==> src/hw/rtl/ccoll_sqrt.sv <==
// Pipelined integer square root, one result bit per stage.
module ccoll_sqrt #(
   parameter int RW = 17
) (
   input  logic            clock,
   input  logic [2*RW-1:0] rad,
   output logic [RW-1:0]   root
);

   logic [RW+1:0]   rem_ff  [0:RW-1];
   logic [RW-1:0]   root_ff [0:RW-1];
   logic [2*RW-1:0] x_ff    [0:RW-1];

   for (genvar k = 0; k < RW; k++) begin : g_step
      logic [RW+1:0]   prev_rem;
      logic [RW-1:0]   prev_root;
      logic [2*RW-1:0] prev_x;
      logic [RW+1:0]   trial;
      logic [RW+1:0]   test;
      logic            ge;

      // The first stage starts from the radicand itself.
      if (k == 0) begin : g_first
         assign prev_rem  = '0;
         assign prev_root = '0;
         assign prev_x    = rad;
      end else begin : g_next
         assign prev_rem  = rem_ff[k-1];
         assign prev_root = root_ff[k-1];
         assign prev_x    = x_ff[k-1];
      end

      // Bring down two radicand bits and try the next root bit.
      assign trial = {prev_rem[RW-1:0], prev_x[2*RW-1:2*RW-2]};
      assign test  = {prev_root, 2'b01};
      assign ge    = (trial >= test);

      always_ff @(posedge clock) begin
         rem_ff[k]  <= ge ? (trial - test) : trial;
         root_ff[k] <= {prev_root[RW-2:0], ge};
         x_ff[k]    <= prev_x << 2;
      end
   end

   assign root = root_ff[RW-1];

endmodule

==> config.mk <==
export PLATFORM = sky130hd
export DESIGN_NAME = ccoll_sqrt
export DESIGN_NICKNAME = d
export VERILOG_FILES = /design/src/hw/rtl/ccoll_sqrt.sv
export SDC_FILE = /design/constraint.sdc
export NUM_CORES = 1
export LEC_CHECK = 0
export BUFFER_PORTS_ARGS = -buffer_cell sky130_fd_sc_hd__buf_4
export CAP_MARGIN = 10
export CORE_ASPECT_RATIO = 0.6
export CORE_MARGIN = 3
export CORE_UTILIZATION = 55
export DETAILED_ROUTE_END_ITERATION = 6
export PLACE_DENSITY = 0.71
export SLEW_MARGIN = 20
export SYNTH_ARGS = -nofsm -noshare
export SYNTH_HDL_FRONTEND = slang
export SYNTH_SLANG_ARGS = --single-unit
export TNS_END_PERCENT = 1
==> constraint.sdc <==
create_clock -name clock -period 3.15 [get_ports clock]
set_input_delay 0.4725 -clock clock [delete_from_list [all_inputs] [get_ports clock]]
set_output_delay 0.4725 -clock clock [all_outputs]
set_load 0.02 [all_outputs]
* After elaboration in Yosys (flattened, before gate mapping)
Memories as Yosys holds them, arrays and structs flattened.
Cells that the tools add are included.
** Storage, ports and cells
- Register bits :: 0
- RAM bits :: 1156
- Bits of input ports :: 35
- Memories kept :: 3
- Bits in read-only memories :: 0
- Output and inout bits :: 17
- Latch bits :: 0
- Word-level logic and storage cells :: 54
** Memory list
- x_ff :: words 17, bits a word 32, rd ports 16, clocked after Yosys merged registers in 0, wr ports 17, RTL line 12 : logic [2*RW-1:0] x_ff [0:RW-1];
- rem_ff :: words 17, bits a word 19, rd ports 16, clocked after Yosys merged registers in 0, wr ports 17, RTL line 10 : logic [RW+1:0] rem_ff [0:RW-1];
- root_ff :: words 17, bits a word 17, rd ports 17, clocked after Yosys merged registers in 0, wr ports 17, RTL line 11 : logic [RW-1:0] root_ff [0:RW-1];
** Operators by class
- Divide/modulo/power cells :: 0
- Mux-type cells :: 17
- Reductions and logical operators :: 0
- Shift-type cells :: 0
- $add $sub $neg :: 17
- Magnitude comparators :: 17
- Equality and inequality tests :: 0
- Bitwise gates (word level) :: 0
- Multiply operators :: 0
** Operator list (count)
- 19-bit 2-to-1 mux :: 17
- 19-bit greater-or-equal comparator :: 16
- 19-bit subtractor :: 16
- 2-bit by 1-bit subtractor with 3-bit output, second input constant :: 1
- 2-bit by 1-bit greater-or-equal comparator with 1-bit output, second input constant :: 1

* Depth between registers and ports, before layout
An unclocked memory read counts as a cell.
- Word-level depth :: 3
- Depth in mapped cells :: 12
- Mapped depth without buffers :: 9

* Worst setup path before layout
OpenSTA, ideal clock, no wires.
- Kind :: reg2reg
- From :: memory root_ff[13][0]
- To :: memory rem_ff[0][271] in the netlist's numbering
- Data required time :: 3029 ps
- Period minus slack after synthesis :: 2794 ps
- Setup slack :: 356 ps
- Arrival :: 2674 ps
- Setup time :: 121 ps
- Path buffers :: 1
- Cell stages (with the launch flop) :: 10
- Path through :: dfxtp_1 > inv_1 > ha_1 > o21a_1 > or4_1 > a211oi_1 > o31ai_1 > a311oi_1 > clkbuf_1 > mux2_2
** RTL lines (RTL line)
- start: declaration :: 11
- end: declaration :: 10

==> impl_metrics.csv <==
group,metric,value,unit
placed_design,hpwl,36200,um
clock_tree,clockRootBuffer,"clkbuf_16",
synthesis,synth_cell_types,72,
synthesis,synth.avg_cell_area,10.4,um^2
setup_path,startpoint_type,"flip-flop",
detailed_routing,via_count,16300,
detailed_routing,routed_wl,48300,um
synthesis,synth_area_leaders,"dfxtp_1 56%, ha_1 8.7%, xnor2_1 3.4%",
clock_tree,cts.sinks,679,
finish,drive_gt1_frac,0.0946,
global_route,grt-ovfl-total,0,
placed_design,port_buffers,51,
clock_tree,cts_buffer_depth,3,
timing,holdWs,34.2,ps
floorplan,initial_utilization,0.560,
finish,multi_input_area,9880,um^2
timing,fin_worst_skew,37.2,ps
timing,fin_crit_sh,0.964,
detailed_routing,postRouteAntennaNets,0,
placed_design,place_inst,2969,
clock_tree,path_clk_slew,70,ps
synthesis,synth-seq-cells,679,
synthesis,async_flop_share,0,
setup_path,critPathCaptureType,"flip-flop",
synthesis,synthesis.nets,2555,
clock_tree,cts_max_level,2,
finish,fin_cells,3106,
setup_path,arrival,3510,ps
detailed_routing,drc,0,
floorplan,die_w,278,um
setup_path,crit_fanout,4,
global_route,grt_use_total,0.203,
finish,nFillCells,3481,
timing,hold_viol_final,0,
detailed_routing,drtIter0Drc,1339,
timing,setup_viol,0,
status,status,"finished clean",
clock_tree,cts_made_buffers,56,
synthesis,ys_seq_area_frac,0.558,
finish,register_area,13600,um^2
finish,insertedDiodeCount,0,
clock_tree,clock_latency,610,ps
floorplan,fp.coreArea,43600,um^2
timing,finalMaxSlewViolations,0,
synthesis,synth-edff-count,0,
synthesis,synth_warnings,0,
detailed_routing,drt-wirelength-per-cell,15.5,um
placed_design,dp_slack,-154,ps
floorplan,row_count,59,
global_route,grt_max_degree,27,
detailed_routing,routed_via_density,5.24,
timing,period_needed,3040,ps
timing,fmax,329,MHz
floorplan,die-area,47000,um^2
global_route,grt_pass1_vias,15300,
finish,final_nets,2685,
synthesis,synth.top_cell.area_share,0.558,
clock_tree,cts_tree,"built",
placed_design,gp_congestion,0.914,
timing,fin_ws,112,ps
detailed_routing,drt_pre_antenna_iters,5,
timing,relSlewSlack,0.584,
synthesis,synth.largest_area_cell,"dfxtp_1",
power_and_ir_drop,p_leak,13.4,nW
timing,worstMarginPinSlew,609,ps
global_route,antenna_found_initial,0,
flow_run,drv_cap,0,
synthesis,synthCells,2350,
power_and_ir_drop,vdd.ir_drop.worst,606,uV
finish,area_delta_synth_final,14.9,%
finish,fin_util,0.643,
min_path,min_path_type,"primary input to flip-flop",
timing,rsz0062_at_grt,"no",
global_route,grt_pass1_wl,78200,um
power_and_ir_drop,powerDensity,864,nW/um^2
synthesis,netlist_area,24400,um^2
setup_path,critPathRequiredTime,3620,ps
floorplan,die_h,169,um
floorplan,io_pins,52,
setup_path,crit_type,"flip-flop to flip-flop",
synthesis,synth_ff_type,"dfxtp_1",
state kept, by name (all words and copies together), names as in the netlist:
signal / count
root_ff: 153
x_ff: 272
rem_ff: 254
power breakdown:
group | internal (mW) | switching, mW
Sequential | 10.2 | 1.05
Combinational | 2.45 | 2.89
Clock | 4.51 | 3.12
critical path: stages (launching register included):
cell      delay [ps]
dfxtp_1          320
inv_1             40
ha_1             320
nor2b_1          140
o21ai_0          270
a21boi_0         290
o21ai_0          500
nand3_1          210
or4b_2           680
mux2i_1          140
kinds of logic after synthesis:
group,after synthesis,synth area share
buf+inv,247,0.0385
simple gates,577,0.118
flops,679,0.558
fa+ha+maj,170,0.0873
compound gates,461,0.117
xor+xnor,176,0.0633
mux,39,0.0178
other cells,1,0.000154
repair_timing:
action                                  4_1_cts  5_1_grt
endpoints found under the setup margin        2        4
setup buffers                                 0        0
hold buffers                                 32        0
gates resized for setup                       1        2
endpoints found under the hold margin        32        0
cells in the mapped netlist (34+ instances only):
cell type,number
a21o_1,54
a21oi_1,141
dfxtp_1,679
ha_1,170
inv_1,210
mux2_2,35
nand2_1,136
nor2_1,150
nor2b_1,34
nor3_1,50
o21ai_0,126
xnor2_1,95
xor2_1,81
cell usage in the layout (no fill, tap or decap), types with 8 or more instances in the layout:
master | Yosys | final
dfxtp_1 | 679 | 679
inv_1 | 210 | 210
ha_1 | 170 | 170
nor2_1 | 150 | 150
a21oi_1 | 141 | 140
nand2_1 | 136 | 136
o21ai_0 | 126 | 126
xnor2_1 | 95 | 95
xor2_1 | 81 | 81
buf_4 | 0 | 75
clkbuf_16 | 0 | 57
a21o_1 | 54 | 54
nor3_1 | 50 | 50
mux2_2 | 35 | 35
nor2b_1 | 34 | 34
nand2b_1 | 32 | 32
dlygate4sd3_1 | 0 | 32
o21a_1 | 30 | 30
nor4_1 | 29 | 29
nand3_1 | 29 | 29
or3_1 | 29 | 29
nand4_1 | 24 | 24
o211ai_1 | 14 | 14
clkinv_2 | 0 | 12
a211oi_1 | 12 | 11
or2_2 | 11 | 11
bufinv_16 | 0 | 11
clkbuf_8 | 0 | 11
o31ai_1 | 10 | 10
a31oi_1 | 10 | 10
a21boi_0 | 8 | 8
or4_1 | 8 | 8
final cells by class:
| class | count | area share |
|---|---|---|
| Sequential cell | 679 | 0.485 |
| Multi-Input combinational cell | 1424 | 0.353 |
| Clock buffer | 74 | 0.0571 |
| Timing Repair Buffer | 109 | 0.0330 |
| Inverter | 210 | 0.0281 |
| Tap cell | 579 | 0.0259 |
| Clock inverter | 31 | 0.0180 |
per-stage QoR:
step | power [mW] | instance area, um^2 | setup TNS [ps]
after CTS | 24.3 | 28000 | 0
after floorplan | 15.0 | 24400 | 0
after global placement | 16.4 | 25600 | -167
after global routing | 25.5 | 28000 | 0
final | 24.2 | 28000 | 0
after detailed placement | 16.6 | 25600 | -219
final timing paths:
check / slack (ps) / end / cells after the start / from
worst max-delay path: 110 / rem_ff[0][206]$_DFF_P_ / 9 / root_ff[9][0]$_DFF_P_
worst min-delay path: 30 / rem_ff[0][0]$_DFF_P_ / 2 / rad[32]
worst max register to register: 110 / rem_ff[0][206]$_DFF_P_ / 9 / root_ff[9][0]$_DFF_P_
worst min register to register: 320 / x_ff[0][478]$_DFF_P_ / 0 / x_ff[0][444]$_DFF_P_
routing by layer:
layer / part of all wire / up-vias / track usage
met4: 0.013 / 0 / 0.0371
met1: 0.55 / 7520 / 0.337
met2: 0.36 / 417 / 0.265
met3: 0.072 / 57 / 0.0429
met5: 0 / - / 0
li1: - / 8269 / -
Power figures use the tool's default switching activity.
