### config.mk
export PLATFORM = sky130hd
export DESIGN_NAME = ccoll_div
export DESIGN_NICKNAME = d
export VERILOG_FILES = /design/src/hw/rtl/ccoll_pkg.sv /design/src/hw/rtl/ccoll_div.sv
export SDC_FILE = /design/constraint.sdc
export NUM_CORES = 2
export LEC_CHECK = 0
export BUFFER_PORTS_ARGS = -buffer_cell sky130_fd_sc_hd__clkbuf_2
export CAP_MARGIN = 20
export CORE_UTILIZATION = 45
export DETAILED_ROUTE_END_ITERATION = 7
export HOLD_SLACK_MARGIN = 0.05
export PLACE_DENSITY_LB_ADDON = 0.15
export SYNTH_ARGS = -nofsm -noshare
export SYNTH_HDL_FRONTEND = slang
export SYNTH_SLANG_ARGS = --single-unit
### constraint.sdc
create_clock -name clock -period 4.65 [get_ports clock]
set_input_delay 0.6975 -clock clock [delete_from_list [all_inputs] [get_ports clock]]
set_output_delay 0.6975 -clock clock [all_outputs]
set_load 0.02 [all_outputs]
### src/hw/rtl/ccoll_pkg.sv
// Package with the shared constants and helpers of the circle collision block.
package ccoll_pkg;

   // Default coordinate format: signed Q16.8.
   localparam int COORD_WIDTH_DEF = 24;
   localparam int FRAC_BITS_DEF   = 8;

   // Radius is a whole number of units; mass is radius squared.
   localparam int RADIUS_WIDTH = 8;
   // Twice a mass, or the sum of two masses, fits this width.
   localparam int MASS_WIDTH   = 2 * RADIUS_WIDTH + 1;

   // Larger of two elaboration-time integers.
   function automatic int ccoll_max(input int a, input int b);
      return (a > b) ? a : b;
   endfunction

endpackage

### src/hw/rtl/ccoll_div.sv
// Pipelined restoring divider with round to nearest and clamp on overflow.
module ccoll_div import ccoll_pkg::*; #(
   parameter int NW = 34,
   parameter int DW = 18,
   parameter int QW = 17
) (
   input  logic          clock,
   input  logic [NW-1:0] num,
   input  logic [DW-1:0] den,
   output logic [QW-1:0] quo
);

   localparam int XW = ccoll_max(NW - QW, DW);

   logic [DW-1:0] rem_ff [0:QW];
   logic [QW-1:0] low_ff [0:QW];
   logic [DW-1:0] den_ff [0:QW];
   logic [QW-1:0] q_ff   [0:QW];
   logic          ovf_ff [0:QW];
   logic [QW-1:0] quo_ff;

   logic [XW-1:0] head;
   logic          rnd;
   logic [QW:0]   qsum;

   // The upper part of the dividend must stay below the divisor, else the quotient overflows.
   assign head = XW'(num[NW-1:QW]);

   always_ff @(posedge clock) begin
      rem_ff[0] <= DW'(head);
      low_ff[0] <= num[QW-1:0];
      den_ff[0] <= den;
      q_ff[0]   <= '0;
      ovf_ff[0] <= (head >= XW'(den));
   end

   // One quotient bit per stage.
   for (genvar i = 1; i <= QW; i++) begin : g_step
      logic [DW:0] trial;
      logic        ge;
      assign trial = {rem_ff[i-1], low_ff[i-1][QW-1]};
      assign ge    = (trial >= {1'b0, den_ff[i-1]});
      always_ff @(posedge clock) begin
         rem_ff[i] <= ge ? DW'(trial - {1'b0, den_ff[i-1]}) : DW'(trial);
         low_ff[i] <= low_ff[i-1] << 1;
         den_ff[i] <= den_ff[i-1];
         q_ff[i]   <= {q_ff[i-1][QW-2:0], ge};
         ovf_ff[i] <= ovf_ff[i-1];
      end
   end

   // Round half away from zero on the magnitude, then clamp.
   assign rnd  = ({rem_ff[QW], 1'b0} >= {1'b0, den_ff[QW]});
   assign qsum = {1'b0, q_ff[QW]} + (QW+1)'(rnd);

   always_ff @(posedge clock) begin
      quo_ff <= (ovf_ff[QW] || qsum[QW]) ? '1 : qsum[QW-1:0];
   end

   assign quo = quo_ff;

endmodule

# After elaboration in Yosys (flattened, before gate mapping)
# Memories as Yosys holds them, arrays and structs flattened.
# Cells that the tools add are included.
[classes] n_mux=17 add_sub_neg=18 magnitude_cmp=19 n_reduce_logical=1
[ops] op="greater-or-equal comparator 19 x 18 -> 1 bit" count=18
[ops] op="two-way mux 18 bit" count=17
[ops] op="subtractor 18 bit" count=17
[ops] op="adder 17 x 1 -> 18 bit" count=1
[ops] op="greater-or-equal comparator 17 x 18 -> 1 bit" count=1
[ops] op="logical OR 1 bit" count=1
[totals] output_inout_bits=17 input_bits=53 regBits=17 n_memories=5 word_cells=61 mem_bits_rw=1278
[memory_table] memory="den_ff" words=18 word_bits=18 read_ports=18 rd_clocked_by_memory_dff=0 write_ports=18 line_no="ccoll_div.sv:17" text="logic [DW-1:0] den_ff [0:QW];"
[memory_table] memory="rem_ff" words=18 word_bits=18 read_ports=18 rd_clocked_by_memory_dff=0 write_ports=18 line_no="ccoll_div.sv:15" text="logic [DW-1:0] rem_ff [0:QW];"
[memory_table] memory="low_ff" words=18 word_bits=17 read_ports=17 rd_clocked_by_memory_dff=0 write_ports=18 line_no="ccoll_div.sv:16" text="logic [QW-1:0] low_ff [0:QW];"
[memory_table] memory="q_ff" words=18 word_bits=17 read_ports=18 rd_clocked_by_memory_dff=0 write_ports=18 line_no="ccoll_div.sv:18" text="logic [QW-1:0] q_ff [0:QW];"
[memory_table] memory="ovf_ff" words=18 word_bits=1 read_ports=18 rd_clocked_by_memory_dff=0 write_ports=18 line_no="ccoll_div.sv:19" text="logic ovf_ff [0:QW];"

# Logic depth before layout (Yosys ltp)
# An unclocked memory read counts as a cell.
[logic_depth] word_depth=4 ltp_mapped=18 mapped_depth_nobuf=18

# Worst setup path before layout
# OpenSTA, ideal clock, no wires.
[synth_timing] kind="register to register" from="memory den_ff[17][1]" to="register quo_ff[16] (netlist: quo[16])" setup_time_ns=0.133 t_required_ns=4.517 arrival_ns=3.095 period_less_slack_ns=3.228 path_stages_with_launch=19 n_path_buf=0 path_slack_ns=1.422 cell_sequence="dfxtp_1 -> inv_1 -> ha_1 -> nor2b_1 -> o21a_1 -> o21a_1 -> o211ai_1 -> a21boi_0 -> o21ai_0 -> a21oi_1 -> a2bb2oi_1 -> ha_1 -> and3_1 -> and3_1 -> nor2b_1 -> nor3b_1 -> nand3_1 -> xor2_1 -> nand2_1"
[synth_rtl] item="start, declared" line_no="ccoll_div.sv:17"
[synth_rtl] item="end signal, assigned" line_no="ccoll_div.sv:57" text="quo_ff <= (ovf_ff[QW] || qsum[QW]) ? '1 : qsum[QW-1:0];"
[synth_rtl] item="end, declared" line_no="ccoll_div.sv:20" text="logic [QW-1:0] quo_ff;"

==> flow_metrics.env <==
export IMPL_fin_worst_skew_ps=40.6
export IMPL_drt_total_wl_mm=80.8
export IMPL_io_buffers=69
export IMPL_final_seq_area_um2=19800
export IMPL_grt_pass1_wl_mm=131
export IMPL_met1_usage=0.244
export IMPL_root_buffer="clkbuf_16"
export IMPL_cts_htree_levels=3
export IMPL_rsz0062_at_grt="false"
export IMPL_hold_slack_ps=121
export IMPL_num_rows=108
export IMPL_layout_drive_gt1_share=0.0982
export IMPL_power_density_nw_per_um2=771
export IMPL_vias=26900
export IMPL_cts_buffers=101
export IMPL_synth_nets=4377
export IMPL_reg2reg_to="quo[16]$_SDFF_PP1_"
export IMPL_tritoncts="done"
export IMPL_coreArea_um2=87300
export IMPL_crit_slowest_cell="nor3b_1"
export IMPL_nets=4499
export IMPL_crit_fanout=5
export IMPL_ys_ff_latch=988
export IMPL_postLayoutCellArea_um2=45000
export IMPL_die_h_um=300
export IMPL_crit_type="reg -> reg"
export IMPL_slew_headroom=0.395
export IMPL_cp_startpoint="den_ff[17][1]$_DFF_P_"
export IMPL_post_cts_resized=0
export IMPL_finalSetupViolCount=0
export IMPL_wire_per_inst_um=15.2
export IMPL_hold_violations=0
export IMPL_cts_setup_buffers=0
export IMPL_instances_no_fill=5329
export IMPL_cts_hold_buf=0
export IMPL_end_kind="flop"
export IMPL_yosysSeqAreaShare=0.496
export IMPL_synth_edf_count=0
export IMPL_dpl_cell_area_um2=41500
export IMPL_tightest_slew_ps=908
export IMPL_fin_total_pwr_mw=34.7
export IMPL_insertion_delay_ps=680
export IMPL_routabilityCongestion=0.864
export IMPL_synthTopCellsByArea="dfxtp_1, ha_1, inv_1"
export IMPL_synth_warnings=0
export IMPL_initial_core_util=0.457
export IMPL_grt_pass1_vias=25700
export IMPL_worst_r2r_setup_slack_ps=720
export IMPL_yosys_area_top_type="dfxtp_1"
export IMPL_syn2layout_area_growth_pct=13.0
export IMPL_drc=0
export IMPL_fin_tns_setup_ps=0
export IMPL_max_clock_freq_mhz=254
export IMPL_power_leakage_nw=20.8
export IMPL_use_met3=0.0309
export IMPL_fin_util=0.516
export IMPL_rr_worst_depth=18
export IMPL_fill_cells=8006
export IMPL_use_met2=0.296
export IMPL_synth_ff_type="dfxtp_1"
export IMPL_synth_cells=3965
export IMPL_timing_rr_start="den_ff[17][1]$_DFF_P_"
export IMPL_dr_first_iter_drc_count=1381
export IMPL_period_needed_ps=3930
export IMPL_final_antenna_net_count=0
export IMPL_cp_data_required_time_ps=5190
export IMPL_holdCritPathClass="in -> reg"
export IMPL_min_period_over_period=0.846
export IMPL_gr_total_overflow=0
export IMPL_grt_max_degree=37
export IMPL_yosysUniqueCellTypes=81
export IMPL_drt_first_pass_iters=5
export IMPL_clk_pin_slew_ps=70
export IMPL_dp_hpwl_mm=62.6
export IMPL_post_place_cells=5136
export IMPL_maxCapViolations=0
export IMPL_io_pins=70
export IMPL_setup_slack_ps=717
export IMPL_cp_endpoint="quo[16]$_SDFF_PP1_"
export IMPL_cts_buffer_depth=3
export IMPL_multiInputGateArea_um2=18200
export IMPL_cpPeakStageDelay_ps=450
export IMPL_antenna_found_initial=3
export IMPL_n_antenna_cell=0
export IMPL_via_per_inst=5.05
export IMPL_busiest_layer="met2"
export IMPL_die_area_um2=89800
export IMPL_async_reset_ff_frac=0
export IMPL_final_common_cell="dfxtp_1"
export IMPL_grt_usage=0.181
export IMPL_final_cell_mix="dfxtp_1, inv_1, ha_1, o21ai_0, nand2_1"
export IMPL_status="finished, final reports clean"
export IMPL_synth_top_area_frac=0.496
export IMPL_crit_chain="inv_1 > ha_1 > nor2b_1 > o21a_1 > o21a_1 > o211ai_1 > a21boi_0 > o21ai_0 > a21oi_1 > a2bb2oi_1 > ha_1 > and3_1 > and3_1 > nor2b_1 > nor3b_1 > nand3_1 > xor2_1 > nand2_1"
export IMPL_ir_worst_vdd_uv=396
export IMPL_pre_cts_slack_ps=610
export IMPL_cts_sink_count=988
export IMPL_syn_avg_cell_area_um2=10.1
export IMPL_startpoint_type="flop"
export IMPL_die_w_um=300
export IMPL_arrival_ps=4470
export IMPL_finalMaxSlewViolations=0
export IMPL_synth_area_um2=39900
-- kinds of logic (layout without fill, tap and decap cells) --
kind of cell,Yosys count,count (layout),synth area share
buf+inv,499,708,0.0493
flops,988,988,0.496
mux,117,117,0.0349
compound gates,987,987,0.160
xor+xnor,220,220,0.0483
fa+ha+maj,359,359,0.116
simple gates,795,795,0.0957
-- routing by layer --
metal	wire length, µm	vias to the layer above
met1	38900	12300
met4	1550	0
li1	-	13900
met5	0	-
met2	36700	491
met3	3680	111
-- critical path: cells and delay by family (launching register included) --
family          cells  cell delay (ps)
compound gates      7             1180
xor+xnor            1              150
fa+ha+maj           2              480
buf+inv             1               40
flops               1              310
simple gates        7             1620
-- power by group --
| group | switching (mW) | internal, mW | leakage [nW] |
|---|---|---|---|
| registers | 1.23 | 10.9 | 8.32 |
| clock network | 3.41 | 5.01 | 1.73 |
| logic | 7.67 | 6.54 | 10.7 |
| total | 12.3 | 22.4 | 20.8 |
-- cells in the mapped netlist (7+ instances only) --
cell type	n
a31oi_1	27
fa_1	17
ha_1	342
a21o_1	106
o211ai_1	11
nand2b_1	37
o21bai_1	35
mux2_4	26
or2_2	13
nand4_1	33
nor4_1	11
o31ai_1	25
nor2_1	184
mux2i_1	19
o311a_1	10
dfxtp_1	988
nor2b_1	51
buf_6	7
or3_1	12
o21ai_1	8
xnor2_1	120
a21oi_1	249
a31o_2	7
o31a_1	22
and3_1	24
xor2_1	100
nand2_1	270
a211oi_1	31
o21a_1	72
o22ai_1	10
a211o_1	12
mux2_2	66
clkbuf_1	50
a2111oi_0	7
nand3_1	67
inv_1	434
a41oi_1	7
nor3_1	44
a21boi_0	8
and4b_1	9
o21ai_0	273
-- sequential cells by signal, summed over array words and instances (netlist names) --
signal / count
rem_ff: 323
q_ff: 153
low_ff: 153
ovf_ff: 18
den_ff: 324
quo: 17
-- how the worst min path moves through the flow --
stage                                from                     end  slack, ps  cells past startpoint
global placement    low_ff[4][13]$_DFF_P_   low_ff[5][14]$_DFF_P_        310                      0
floorplan            low_ff[9][9]$_DFF_P_  low_ff[10][10]$_DFF_P_        310                      0
detailed placement  low_ff[9][12]$_DFF_P_  low_ff[10][13]$_DFF_P_        310                      0
finish                            num[16]   low_ff[0][16]$_DFF_P_        120                      1
global route                      num[16]   low_ff[0][16]$_DFF_P_         90                      1
CTS                               num[16]   low_ff[0][16]$_DFF_P_         70                      1
-- final cells by class --
| cell class | instances | area share |
|---|---|---|
| Clock buffer | 131 | 0.0622 |
| Clock inverter | 59 | 0.0166 |
| Inverter | 434 | 0.0362 |
| Multi-Input combinational cell | 2478 | 0.404 |
| Sequential cell | 988 | 0.439 |
| Tap cell | 1155 | 0.0321 |
| Timing Repair Buffer | 84 | 0.0103 |
Note: power is estimated with default switching activity, not from simulation.
